==> config.mk <==
export PLATFORM = sky130hd
export DESIGN_NAME = cigar_text_to_binary_ops_with_bin
export DESIGN_NICKNAME = d
export VERILOG_FILES = /design/src/hdl/cigar_pkg.sv /design/src/hdl/cigar_text_to_binary_ops_with_bin.sv
export VERILOG_INCLUDE_DIRS = /design/src /design/src/hdl
export SDC_FILE = /design/constraint.sdc
export NUM_CORES = 1
export LEC_CHECK = 0
export BUFFER_PORTS_ARGS = -buffer_cell sky130_fd_sc_hd__buf_4
export CORE_UTILIZATION = 34
export DETAILED_ROUTE_END_ITERATION = 6
export PLACE_DENSITY = 0.53
export SETUP_SLACK_MARGIN = 0.02
export SYNTH_ARGS = -nofsm -noshare
export SYNTH_HDL_FRONTEND = slang
export SYNTH_SLANG_ARGS = --single-unit
==> constraint.sdc <==
create_clock -name clk -period 9.25 [get_ports clk]
set_clock_uncertainty 0.05 [all_clocks]
set_input_delay 1.3875 -clock clk [delete_from_list [all_inputs] [get_ports clk]]
set_output_delay 1.3875 -clock clk [all_outputs]
set_load 0.05 [all_outputs]
==> src/hdl/assert_macros.svh <==
// Assertion macros for the RTL files.
`ifndef ASSERT_MACROS_SVH
`define ASSERT_MACROS_SVH

`ifndef SYNTHESIS

// Check prop at every rising clock edge while reset is released.
`define ASSERT_RST(lbl, clk, rst_n, prop, msg) \
  lbl: assert property (@(posedge clk) disable iff (!rst_n) prop) else $error(msg);

// Check prop at every rising clock edge, reset included.
`define ASSERT_ALWAYS(lbl, clk, prop, msg) \
  lbl: assert property (@(posedge clk) prop) else $error(msg);

`else

`define ASSERT_RST(lbl, clk, rst_n, prop, msg)
`define ASSERT_ALWAYS(lbl, clk, prop, msg)

`endif

`endif

==> src/hdl/cigar_pkg.sv <==
// Types, character codes, op codes and decode functions of the CIGAR encoder.
package cigar_pkg;

  localparam logic [7:0] CH_0    = 8'h30;
  localparam logic [7:0] CH_9    = 8'h39;
  localparam logic [7:0] CH_M    = 8'h4D;
  localparam logic [7:0] CH_I    = 8'h49;
  localparam logic [7:0] CH_D    = 8'h44;
  localparam logic [7:0] CH_N    = 8'h4E;
  localparam logic [7:0] CH_S    = 8'h53;
  localparam logic [7:0] CH_H    = 8'h48;
  localparam logic [7:0] CH_P    = 8'h50;
  localparam logic [7:0] CH_EQ   = 8'h3D;
  localparam logic [7:0] CH_X    = 8'h58;
  localparam logic [7:0] CH_STAR = 8'h2A;

  localparam logic [5:0] OP_M       = 6'd0;
  localparam logic [5:0] OP_I       = 6'd1;
  localparam logic [5:0] OP_D       = 6'd2;
  localparam logic [5:0] OP_N       = 6'd3;
  localparam logic [5:0] OP_S       = 6'd4;
  localparam logic [5:0] OP_H       = 6'd5;
  localparam logic [5:0] OP_P       = 6'd6;
  localparam logic [5:0] OP_EQ      = 6'd7;
  localparam logic [5:0] OP_X       = 6'd8;
  localparam logic [5:0] OP_UNKNOWN = 6'd42;

  localparam logic [27:0] LEN_MAX = 28'h0FFFFFFF;

  // Bin offsets of the five finer reg2bin levels, finest first; the coarsest bin is 0.
  localparam int unsigned BIN_OFS_14 = ((1 << 15) - 1) / 7;
  localparam int unsigned BIN_OFS_17 = ((1 << 12) - 1) / 7;
  localparam int unsigned BIN_OFS_20 = ((1 << 9) - 1) / 7;
  localparam int unsigned BIN_OFS_23 = ((1 << 6) - 1) / 7;
  localparam int unsigned BIN_OFS_26 = ((1 << 3) - 1) / 7;

  typedef struct packed {
    logic [5:0] code;
    logic       adv;
  } op_info_t;

  typedef struct packed {
    logic        is_summary;
    logic [31:0] op_word;
    logic [15:0] op_count;
    logic [15:0] bin;
    logic [31:0] end_pos;
    logic        last_of_run;
  } res_t;

  function automatic op_info_t op_decode(input logic [7:0] ch);
    op_info_t r;
    r.adv = 1'b0;
    case (ch)
      CH_M: begin
        r.code = OP_M;
        r.adv  = 1'b1;
      end
      CH_I: r.code = OP_I;
      CH_D: begin
        r.code = OP_D;
        r.adv  = 1'b1;
      end
      CH_N: begin
        r.code = OP_N;
        r.adv  = 1'b1;
      end
      CH_S: r.code = OP_S;
      CH_H: r.code = OP_H;
      CH_P: begin
        r.code = OP_P;
        r.adv  = 1'b1;
      end
      CH_EQ: begin
        r.code = OP_EQ;
        r.adv  = 1'b1;
      end
      CH_X: begin
        r.code = OP_X;
        r.adv  = 1'b1;
      end
      default: r.code = OP_UNKNOWN;
    endcase
    return r;
  endfunction

  // reg2bin of [beg, fin); an empty span is taken as [beg, beg+1).
  function automatic logic [15:0] bin_of(input logic [30:0] beg, input logic [31:0] fin);
    logic [31:0] b;
    logic [31:0] e;
    logic [31:0] r;
    b = {1'b0, beg};
    e = (fin > b) ? fin - 32'd1 : b;
    if ((b >> 14) == (e >> 14))      r = 32'(BIN_OFS_14) + (b >> 14);
    else if ((b >> 17) == (e >> 17)) r = 32'(BIN_OFS_17) + (b >> 17);
    else if ((b >> 20) == (e >> 20)) r = 32'(BIN_OFS_20) + (b >> 20);
    else if ((b >> 23) == (e >> 23)) r = 32'(BIN_OFS_23) + (b >> 23);
    else if ((b >> 26) == (e >> 26)) r = 32'(BIN_OFS_26) + (b >> 26);
    else                             r = 32'd0;
    return r[15:0];
  endfunction

endpackage

==> src/hdl/cigar_text_to_binary_ops_with_bin.sv <==
// CIGAR text to binary op words, with end position and reg2bin bin per record.
//
//  channel | dir | tdata                                   | tuser      | tlast
//  in_     | in  | ch[7:0], start_pos[38:8], pad[39]       | first      | last
//  out_    | out | op_word, op_count, bin, end_pos (96b)   | is_summary | last_of_run
//
// One character is taken per cycle while in_tready is high; its results are written into a
// four-entry result queue in the same cycle, and the queue drains one result per cycle
// while out_tready is high. A character that closes an op on the last position yields two
// results, so such a character takes two queue entries. in_tready is high while the queue
// has room for two results. Reset (rst_n low, synchronous) empties the queue and clears
// the length, op count and positions.
module cigar_text_to_binary_ops_with_bin (
  input  logic        clk,
  input  logic        rst_n,
  input  logic        in_tvalid,
  output logic        in_tready,
  input  logic [39:0] in_tdata,   // ch[7:0], start_pos[38:8], zero pad[39]
  input  logic        in_tuser,   // first
  input  logic        in_tlast,
  output logic        out_tvalid,
  input  logic        out_tready,
  output logic [95:0] out_tdata,  // op_word[31:0], op_count[47:32], bin[63:48],
                                  // end_pos[95:64]
  output logic        out_tuser,  // is_summary
  output logic        out_tlast   // last_of_run
);

  import cigar_pkg::*;

`include "assert_macros.svh"

  logic [27:0] len_r,   len_nxt;
  logic [30:0] start_r, start_nxt;
  logic [31:0] end_r,   end_nxt;
  logic [15:0] ops_r,   ops_nxt;

  res_t        q_mem [4];
  logic [1:0]  wr_ptr_r, rd_ptr_r;
  logic [2:0]  cnt_r, cnt_nxt;

  logic        in_acc, out_acc;
  logic [7:0]  ch;
  logic [30:0] sp;
  logic        first, last;
  logic [27:0] acc_base;
  logic [15:0] ops_base;
  logic [30:0] start_base;
  logic [31:0] end_base;
  logic        is_digit, lone_star, emit;
  logic [31:0] dig_sum;
  logic [27:0] dig_len;
  op_info_t    op;
  logic [32:0] end_sum;
  logic [31:0] end_op;
  logic [15:0] ops_op;
  res_t        res_op, res_sum, ent0;
  logic [1:0]  n_push;

  assign ch    = in_tdata[7:0];
  assign sp    = in_tdata[38:8];
  assign first = in_tuser;
  assign last  = in_tlast;

  assign in_tready  = (cnt_r <= 3'd2);
  assign in_acc     = in_tvalid && in_tready;
  assign out_tvalid = (cnt_r != 3'd0);
  assign out_acc    = out_tvalid && out_tready;

  always_comb begin
    // a first character restarts the record before ch is handled
    acc_base   = first ? 28'd0 : len_r;
    ops_base   = first ? 16'd0 : ops_r;
    start_base = first ? sp : start_r;
    end_base   = first ? {1'b0, sp} : end_r;

    is_digit  = (ch >= CH_0) && (ch <= CH_9);
    lone_star = first && last && (ch == CH_STAR);
    emit      = !is_digit && !lone_star;

    // length * 10 + digit, saturating at 2^28-1
    dig_sum = {1'b0, acc_base, 3'b000} + {3'b000, acc_base, 1'b0} + {28'd0, ch[3:0]};
    dig_len = (dig_sum[31:28] != 4'd0) ? LEN_MAX : dig_sum[27:0];

    op      = op_decode(ch);
    end_sum = {1'b0, end_base} + {5'd0, acc_base};
    if (emit && op.adv) end_op = end_sum[32] ? 32'hFFFF_FFFF : end_sum[31:0];
    else                end_op = end_base;
    ops_op = emit ? ops_base + 16'd1 : ops_base;

    res_op.is_summary  = 1'b0;
    res_op.op_word     = {acc_base, 4'b0000} | {26'd0, op.code};
    res_op.op_count    = 16'd0;
    res_op.bin         = 16'd0;
    res_op.end_pos     = 32'd0;
    res_op.last_of_run = !last;

    res_sum.is_summary  = 1'b1;
    res_sum.op_word     = 32'd0;
    res_sum.op_count    = ops_op;
    res_sum.bin         = bin_of(start_base, end_op);
    res_sum.end_pos     = end_op;
    res_sum.last_of_run = 1'b1;

    ent0   = emit ? res_op : res_sum;
    n_push = in_acc ? ({1'b0, emit} + {1'b0, last}) : 2'd0;

    // pending digits are dropped at the end of a record
    if (last)          len_nxt = 28'd0;
    else if (is_digit) len_nxt = dig_len;
    else if (emit)     len_nxt = 28'd0;
    else               len_nxt = acc_base;
    ops_nxt   = last ? 16'd0 : ops_op;
    start_nxt = start_base;
    end_nxt   = end_op;

    cnt_nxt = cnt_r + {1'b0, n_push} - {2'd0, out_acc};
  end

  always_ff @(posedge clk) begin
    if (!rst_n) begin
      len_r    <= '0;
      start_r  <= '0;
      end_r    <= '0;
      ops_r    <= '0;
      wr_ptr_r <= '0;
      rd_ptr_r <= '0;
      cnt_r    <= '0;
    end else begin
      if (in_acc) begin
        len_r   <= len_nxt;
        start_r <= start_nxt;
        end_r   <= end_nxt;
        ops_r   <= ops_nxt;
      end
      wr_ptr_r <= wr_ptr_r + n_push;
      if (out_acc) rd_ptr_r <= rd_ptr_r + 2'd1;
      cnt_r <= cnt_nxt;
    end
  end

  always_ff @(posedge clk) begin
    if (n_push != 2'd0) q_mem[wr_ptr_r] <= ent0;
    if (n_push == 2'd2) q_mem[wr_ptr_r + 2'd1] <= res_sum;
  end

  assign out_tdata = {q_mem[rd_ptr_r].end_pos, q_mem[rd_ptr_r].bin,
                      q_mem[rd_ptr_r].op_count, q_mem[rd_ptr_r].op_word};
  assign out_tuser = q_mem[rd_ptr_r].is_summary;
  assign out_tlast = q_mem[rd_ptr_r].last_of_run;

  `ASSERT_RST(a_cnt_ptrs, clk, rst_n, cnt_r[1:0] == wr_ptr_r - rd_ptr_r, "queue count and pointers disagree")
  `ASSERT_RST(a_cnt_max, clk, rst_n, cnt_r <= 3'd4, "result queue overflow")
  `ASSERT_RST(a_rec_clear, clk, rst_n, in_acc && in_tlast |=> len_r == 28'd0 && ops_r == 16'd0, "record state not cleared after last")
  `ASSERT_RST(a_sum_last, clk, rst_n, out_tvalid && out_tuser |-> out_tlast, "summary result not marked last of run")
  `ASSERT_RST(a_two_room, clk, rst_n, n_push == 2'd2 |-> cnt_r <= 3'd2, "two results pushed without room")

endmodule
==> Word-level counts from Yosys, hierarchy flattened <==
Memories as Yosys holds them, arrays and structs flattened. A register that Yosys moved wholly into a read port is not among the register bits.
Cells that the tools add are included.
{ "op_classes": {"n_reduce_logical": 14, "shifts": 0, "n_eq_ne": 16, "div": 0, "add_sub_neg": 16, "n_mux": 28, "order_cmp": 4, "n_mul": 0, "bitwise": 1} }
{ "op_table": {"columns": ["cell", "n"], "rows": [
  ["2-to-1 mux 28 bit", 5],
  ["2-to-1 mux 32 bit", 4],
  ["2-to-1 mux 98 bit", 1],
  ["== test 8 x 7 -> 1 bit (second input constant)", 8],
  ["2-to-1 mux 16 bit", 4],
  ["one-hot mux 6 bit (9 select lines)", 1],
  ["adder 32 x 28 -> 33 bit", 1],
  ["adder 31 x 29 -> 32 bit", 1],
  ["adder 32 x 4 -> 32 bit", 1],
  ["> comparator 32 x 31 -> 1 bit", 1],
  ["OR 32 x 6 -> 32 bit", 1],
  ["subtractor 32 x 1 -> 32 bit (second input constant)", 1],
  ["2-to-1 mux 31 bit", 1],
  ["== test 17 x 18 -> 1 bit", 1],
  ["adder 13 x 16 -> 16 bit (first input constant)", 1],
  ["adder 16 x 1 -> 16 bit (second input constant)", 1],
  ["== test 8 x 6 -> 1 bit (second input constant)", 2],
  ["adder 10 x 14 -> 15 bit (first input constant)", 1],
  ["== test 14 x 15 -> 1 bit", 1],
  ["2-to-1 mux 15 bit", 1],
  ["adder 7 x 11 -> 12 bit (first input constant)", 1],
  ["== test 11 x 12 -> 1 bit", 1],
  ["2-to-1 mux 12 bit", 1],
  ["adder 4 x 8 -> 9 bit (first input constant)", 1],
  ["22 further kinds", 37]
]} }
{ "totals": {"latch_bits": 0, "out_inout_bits": 100, "n_memories": 1, "in_bits": 46, "wordCells": 87, "ramBits": 392, "ff_bits": 114, "mem_bits_ro": 0} }
{ "memory_table": {"columns": ["memory", "words", "width", "read_ports", "rd_ports_with_merged_regs", "wr", "line", "source"], "rows": [
  ["q_mem", 4, 98, 1, 1, 2, "cigar_text_to_binary_ops_with_bin.sv:38", "res_t q_mem [4];"]
]} }

==> Depth between registers and ports, before layout <==
{ "logic_depth": {"ltp_word": 15, "mapped_depth": 41, "mapped_depth_nobuf": 30} }

==> Worst setup path after synthesis <==
OpenSTA, ideal clock, no wires.
{ "synth_path": {"kind": "input port to flip-flop", "start": "input in_tuser", "end": "memory q_mem[0][34] (netlist bit), data pin", "arrival_ns": 9.225, "setup_ns": 0.276, "stages": 39, "path_buffers": 11, "path_slack_ns": -0.301, "required_time_ns": 8.924, "path_cell_list": "buf_4 > buf_2 > buf_1 > buf_1 > buf_2 > buf_2 > clkbuf_1 > buf_1 > clkbuf_1 > nor2b_1 > ha_1 > inv_1 > fa_1 > nand2b_1 > a2111o_1 > a31oi_2 > o211ai_2 > and4_1 > (+3 left out) > o21ai_1 > inv_1 > ha_1 > nor2b_1 > o21a_1 > o21a_1 > o21a_1 > o21a_1 > o21ai_0 > nand3_1 > a221oi_1 > o211a_1 > inv_1 > a22oi_1 > buf_2 > nor2_1 > a211oi_1 > nor3_1"} }
{ "synth_rtl": {"columns": ["element", "line", "source"], "rows": [
  ["start: declaration", "cigar_text_to_binary_ops_with_bin.sv:19", "input logic in_tuser,"],
  ["end: declaration", "cigar_text_to_binary_ops_with_bin.sv:38", null]
]} }

==> metrics.txt <==
Initial Util 0.344; Internal Pwr Total 4.80 mW; Netlist Area Pre-Place 28,800 um2; Distinct cells, synth 94; final hold slack ~0.40 ns; Seq pwr share 0.359; synth cell count leaders nor2_1 (346), edfxtp_1 (256), dfxtp_1 (252); Hold Crit Class reg2reg; synthesized flop and latch total 508; CTS buffer count 55; Crit path top cell by count buf_4; pin count of the biggest net entering global routing around 100; clock power share 0.304; routed len/inst roughly 23 um; synthesized instance count about 2.9k; htree depth 2; Static Leak roughly 13 nW; global-route wire length before repair 145,000 um; critical path type in2reg; Final ANT Viol Nets 0; CTS tree yes; # clock sinks ~500; core area between 80,000 and 90,000 um2; final setup margin a little under 0.8 ns; Util after Layout 0.398; CP Capture Type register; Max-slew headroom 0.148; crit path time final ~8.5 ns; Longest Clk Path Bufs 3; status complete, no violations; Final Wtd Congestion 0.909; DRT Pass-1 Iters 5; Mapped Nets about 3.0k; # setup viols final 0; Max stage delay on crit path 0.45 ns; drt drc 0; Worst setup SP type primary input; post-route setup TNS 0 ns; final WL ~97,000 um; CP max FO 26; Die Height 293 um; Net Sw Frac 0.367; row count 106; area of the multi-input gates between 15,000 and 20,000 um2; DRT iter0 DRCs around 2.3k; area leader, netlist edfxtp_1; ranking of synthesized cells by area edfxtp_1 (27%), dfxtp_1 (18%), mux4_2 (7.7%); die area 85,900 um2; Main synth FF type edfxtp_1; period utilization 0.914; Synth top area share 0.267; cts hold-fix bufs 0; f_max approximately 120 MHz; syn avg cell area a little over 10 um2; Gate power share 0.337; post-CTS resize count 0; Async S/R FF share, synth 0; clock slew seen by the registers of the worst setup and hold paths about 0.06 ns; Detailed Place HPWL 67,100 um; max-capacitance violation count 0; initial antenna violation count 2; I/O pin count roughly 150; CP max stage cell mux2i_1; final cell count without fillers between 4k and 5k; pwr dens 227 nW/um2; final slew viol count 0; count leader, synth nor2_1; Critical Path AT between 8 and 9 ns; global route overflow 0; Area Growth Syn to Fin 15.9%; port buffer count 144; Hold Vio Cnt, Final 0; CTS Root Cell clkbuf_16; VDD IR max approximately 0.17 mV; GRT Resource Usage Total 0.220; fillers between 8k and 9k; layout cells sized above 1 0.176; total number of vias approximately 24k; vias in the first global route 23.4k; dpl cells 4,041; RSZ-0062 raised after global routing no; pre-CTS worst setup slack 0.262 ns; Nets 3,144; worst slew pin tran between 1 and 1.5 ns; Synthesis Warnings 0; antenna fix cells 0; register area approximately 13,000 um2; total setup buffers inserted after CTS 0; Switching Power about 2.8 mW; clk_lat worst skew between 0.6 and 0.7 ns; Required @ worst endpoint 9.55 ns; drt via density 5.75; Post-synth EDFFs 256; Die W 293 um; Seq/Total Area, Yosys 0.442
[layer usage]
layer / share of wire / track usage
met1: 0.46 / 0.314
met3: 0.063 / 0.0286
met2: 0.46 / 0.355
met4: 0.017 / 0.0510
met5: 0.00013 / 0
[layout make-up]
cell class	instances	share of cell area
Sequential cell	508	0.381
Multi-Input combinational cell	2049	0.450
Timing Repair Buffer	256	0.0583
Inverter	94	0.0106
Clock inverter	29	0.0105
Tap cell	1134	0.0425
Clock buffer	75	0.0465
[metrics by stage]
step	area (um2)	power (mW)
after floorplan	28800	4.45
after global placement	31500	5.30
after detailed placement	31500	5.33
after CTS	33400	7.63
after global routing	33400	7.88
final	33400	7.58
[critical path, delay by kind of cell]
kind / cells / cell delay [ns]
adder cells (fa/ha/maj): 2 / 0.55
buffers and inverters: 9 / 1.98
AO/OA/AOI/OAI: 15 / 3.49
AND/OR/NAND/NOR: 6 / 0.83
multiplexers: 1 / 0.45
[power groups by stage]
stage	Combinational [mW]	Clock, mW	Sequential [mW]
after floorplan	1.76	0	2.68
after global placement	2.54	0	2.76
after detailed placement	2.55	0	2.77
after CTS	2.56	2.34	2.73
after global routing	2.71	2.42	2.75
final	2.55	2.30	2.72
[cells in the final DEF (no fill, tap or decap), drive strengths merged, types with 27 or more instances in the layout]
cell,synthesis,layout
ha,130,130
a32o,101,101
o22ai,56,56
a211oi,60,60
nand2,208,208
buf,50,256
nand3,62,62
nor2b,53,53
inv,90,93
clkbuf,149,75
a21o,27,27
o21ai,153,153
mux4,98,98
a22oi,36,36
nor3,68,68
nor2,347,347
xnor2,84,84
a21oi,172,172
dfxtp,252,252
edfxtp,256,256
mux2i,45,45
nand2b,34,34
[logic make-up after synthesis]
family,share of synthesized area
buf+inv,0.0398
mux,0.0973
compound gates,0.184
fa+ha+maj,0.0592
xor+xnor,0.0310
flops,0.442
simple gates,0.147
[state kept, by name (all words and copies together) (netlist names), named ones only]
signal / cells
cnt_r: 3
end_r: 32
len_r: 28
ops_r: 16
q_mem: 392
rd_ptr_r: 2
start_r: 31
wr_ptr_r: 2
[worst paths after layout]
path | from | endpoint | slack [ns] | cells after the start
worst min-delay path | q_mem[0][97]$_SDFFE_PP1P_ | q_mem[0][97]$_SDFFE_PP1P_ | 0.40 | 2
worst max register to register | len_r[0]$_SDFFE_PN0P_ | q_mem[3][41]$_DFFE_PP_ | 1.64 | 29
worst max-delay path | in_tuser | q_mem[3][41]$_DFFE_PP_ | 0.79 | 33
worst min register to register | q_mem[0][97]$_SDFFE_PP1P_ | q_mem[0][97]$_SDFFE_PP1P_ | 0.40 | 2
(Power assumes the default switching activity.)
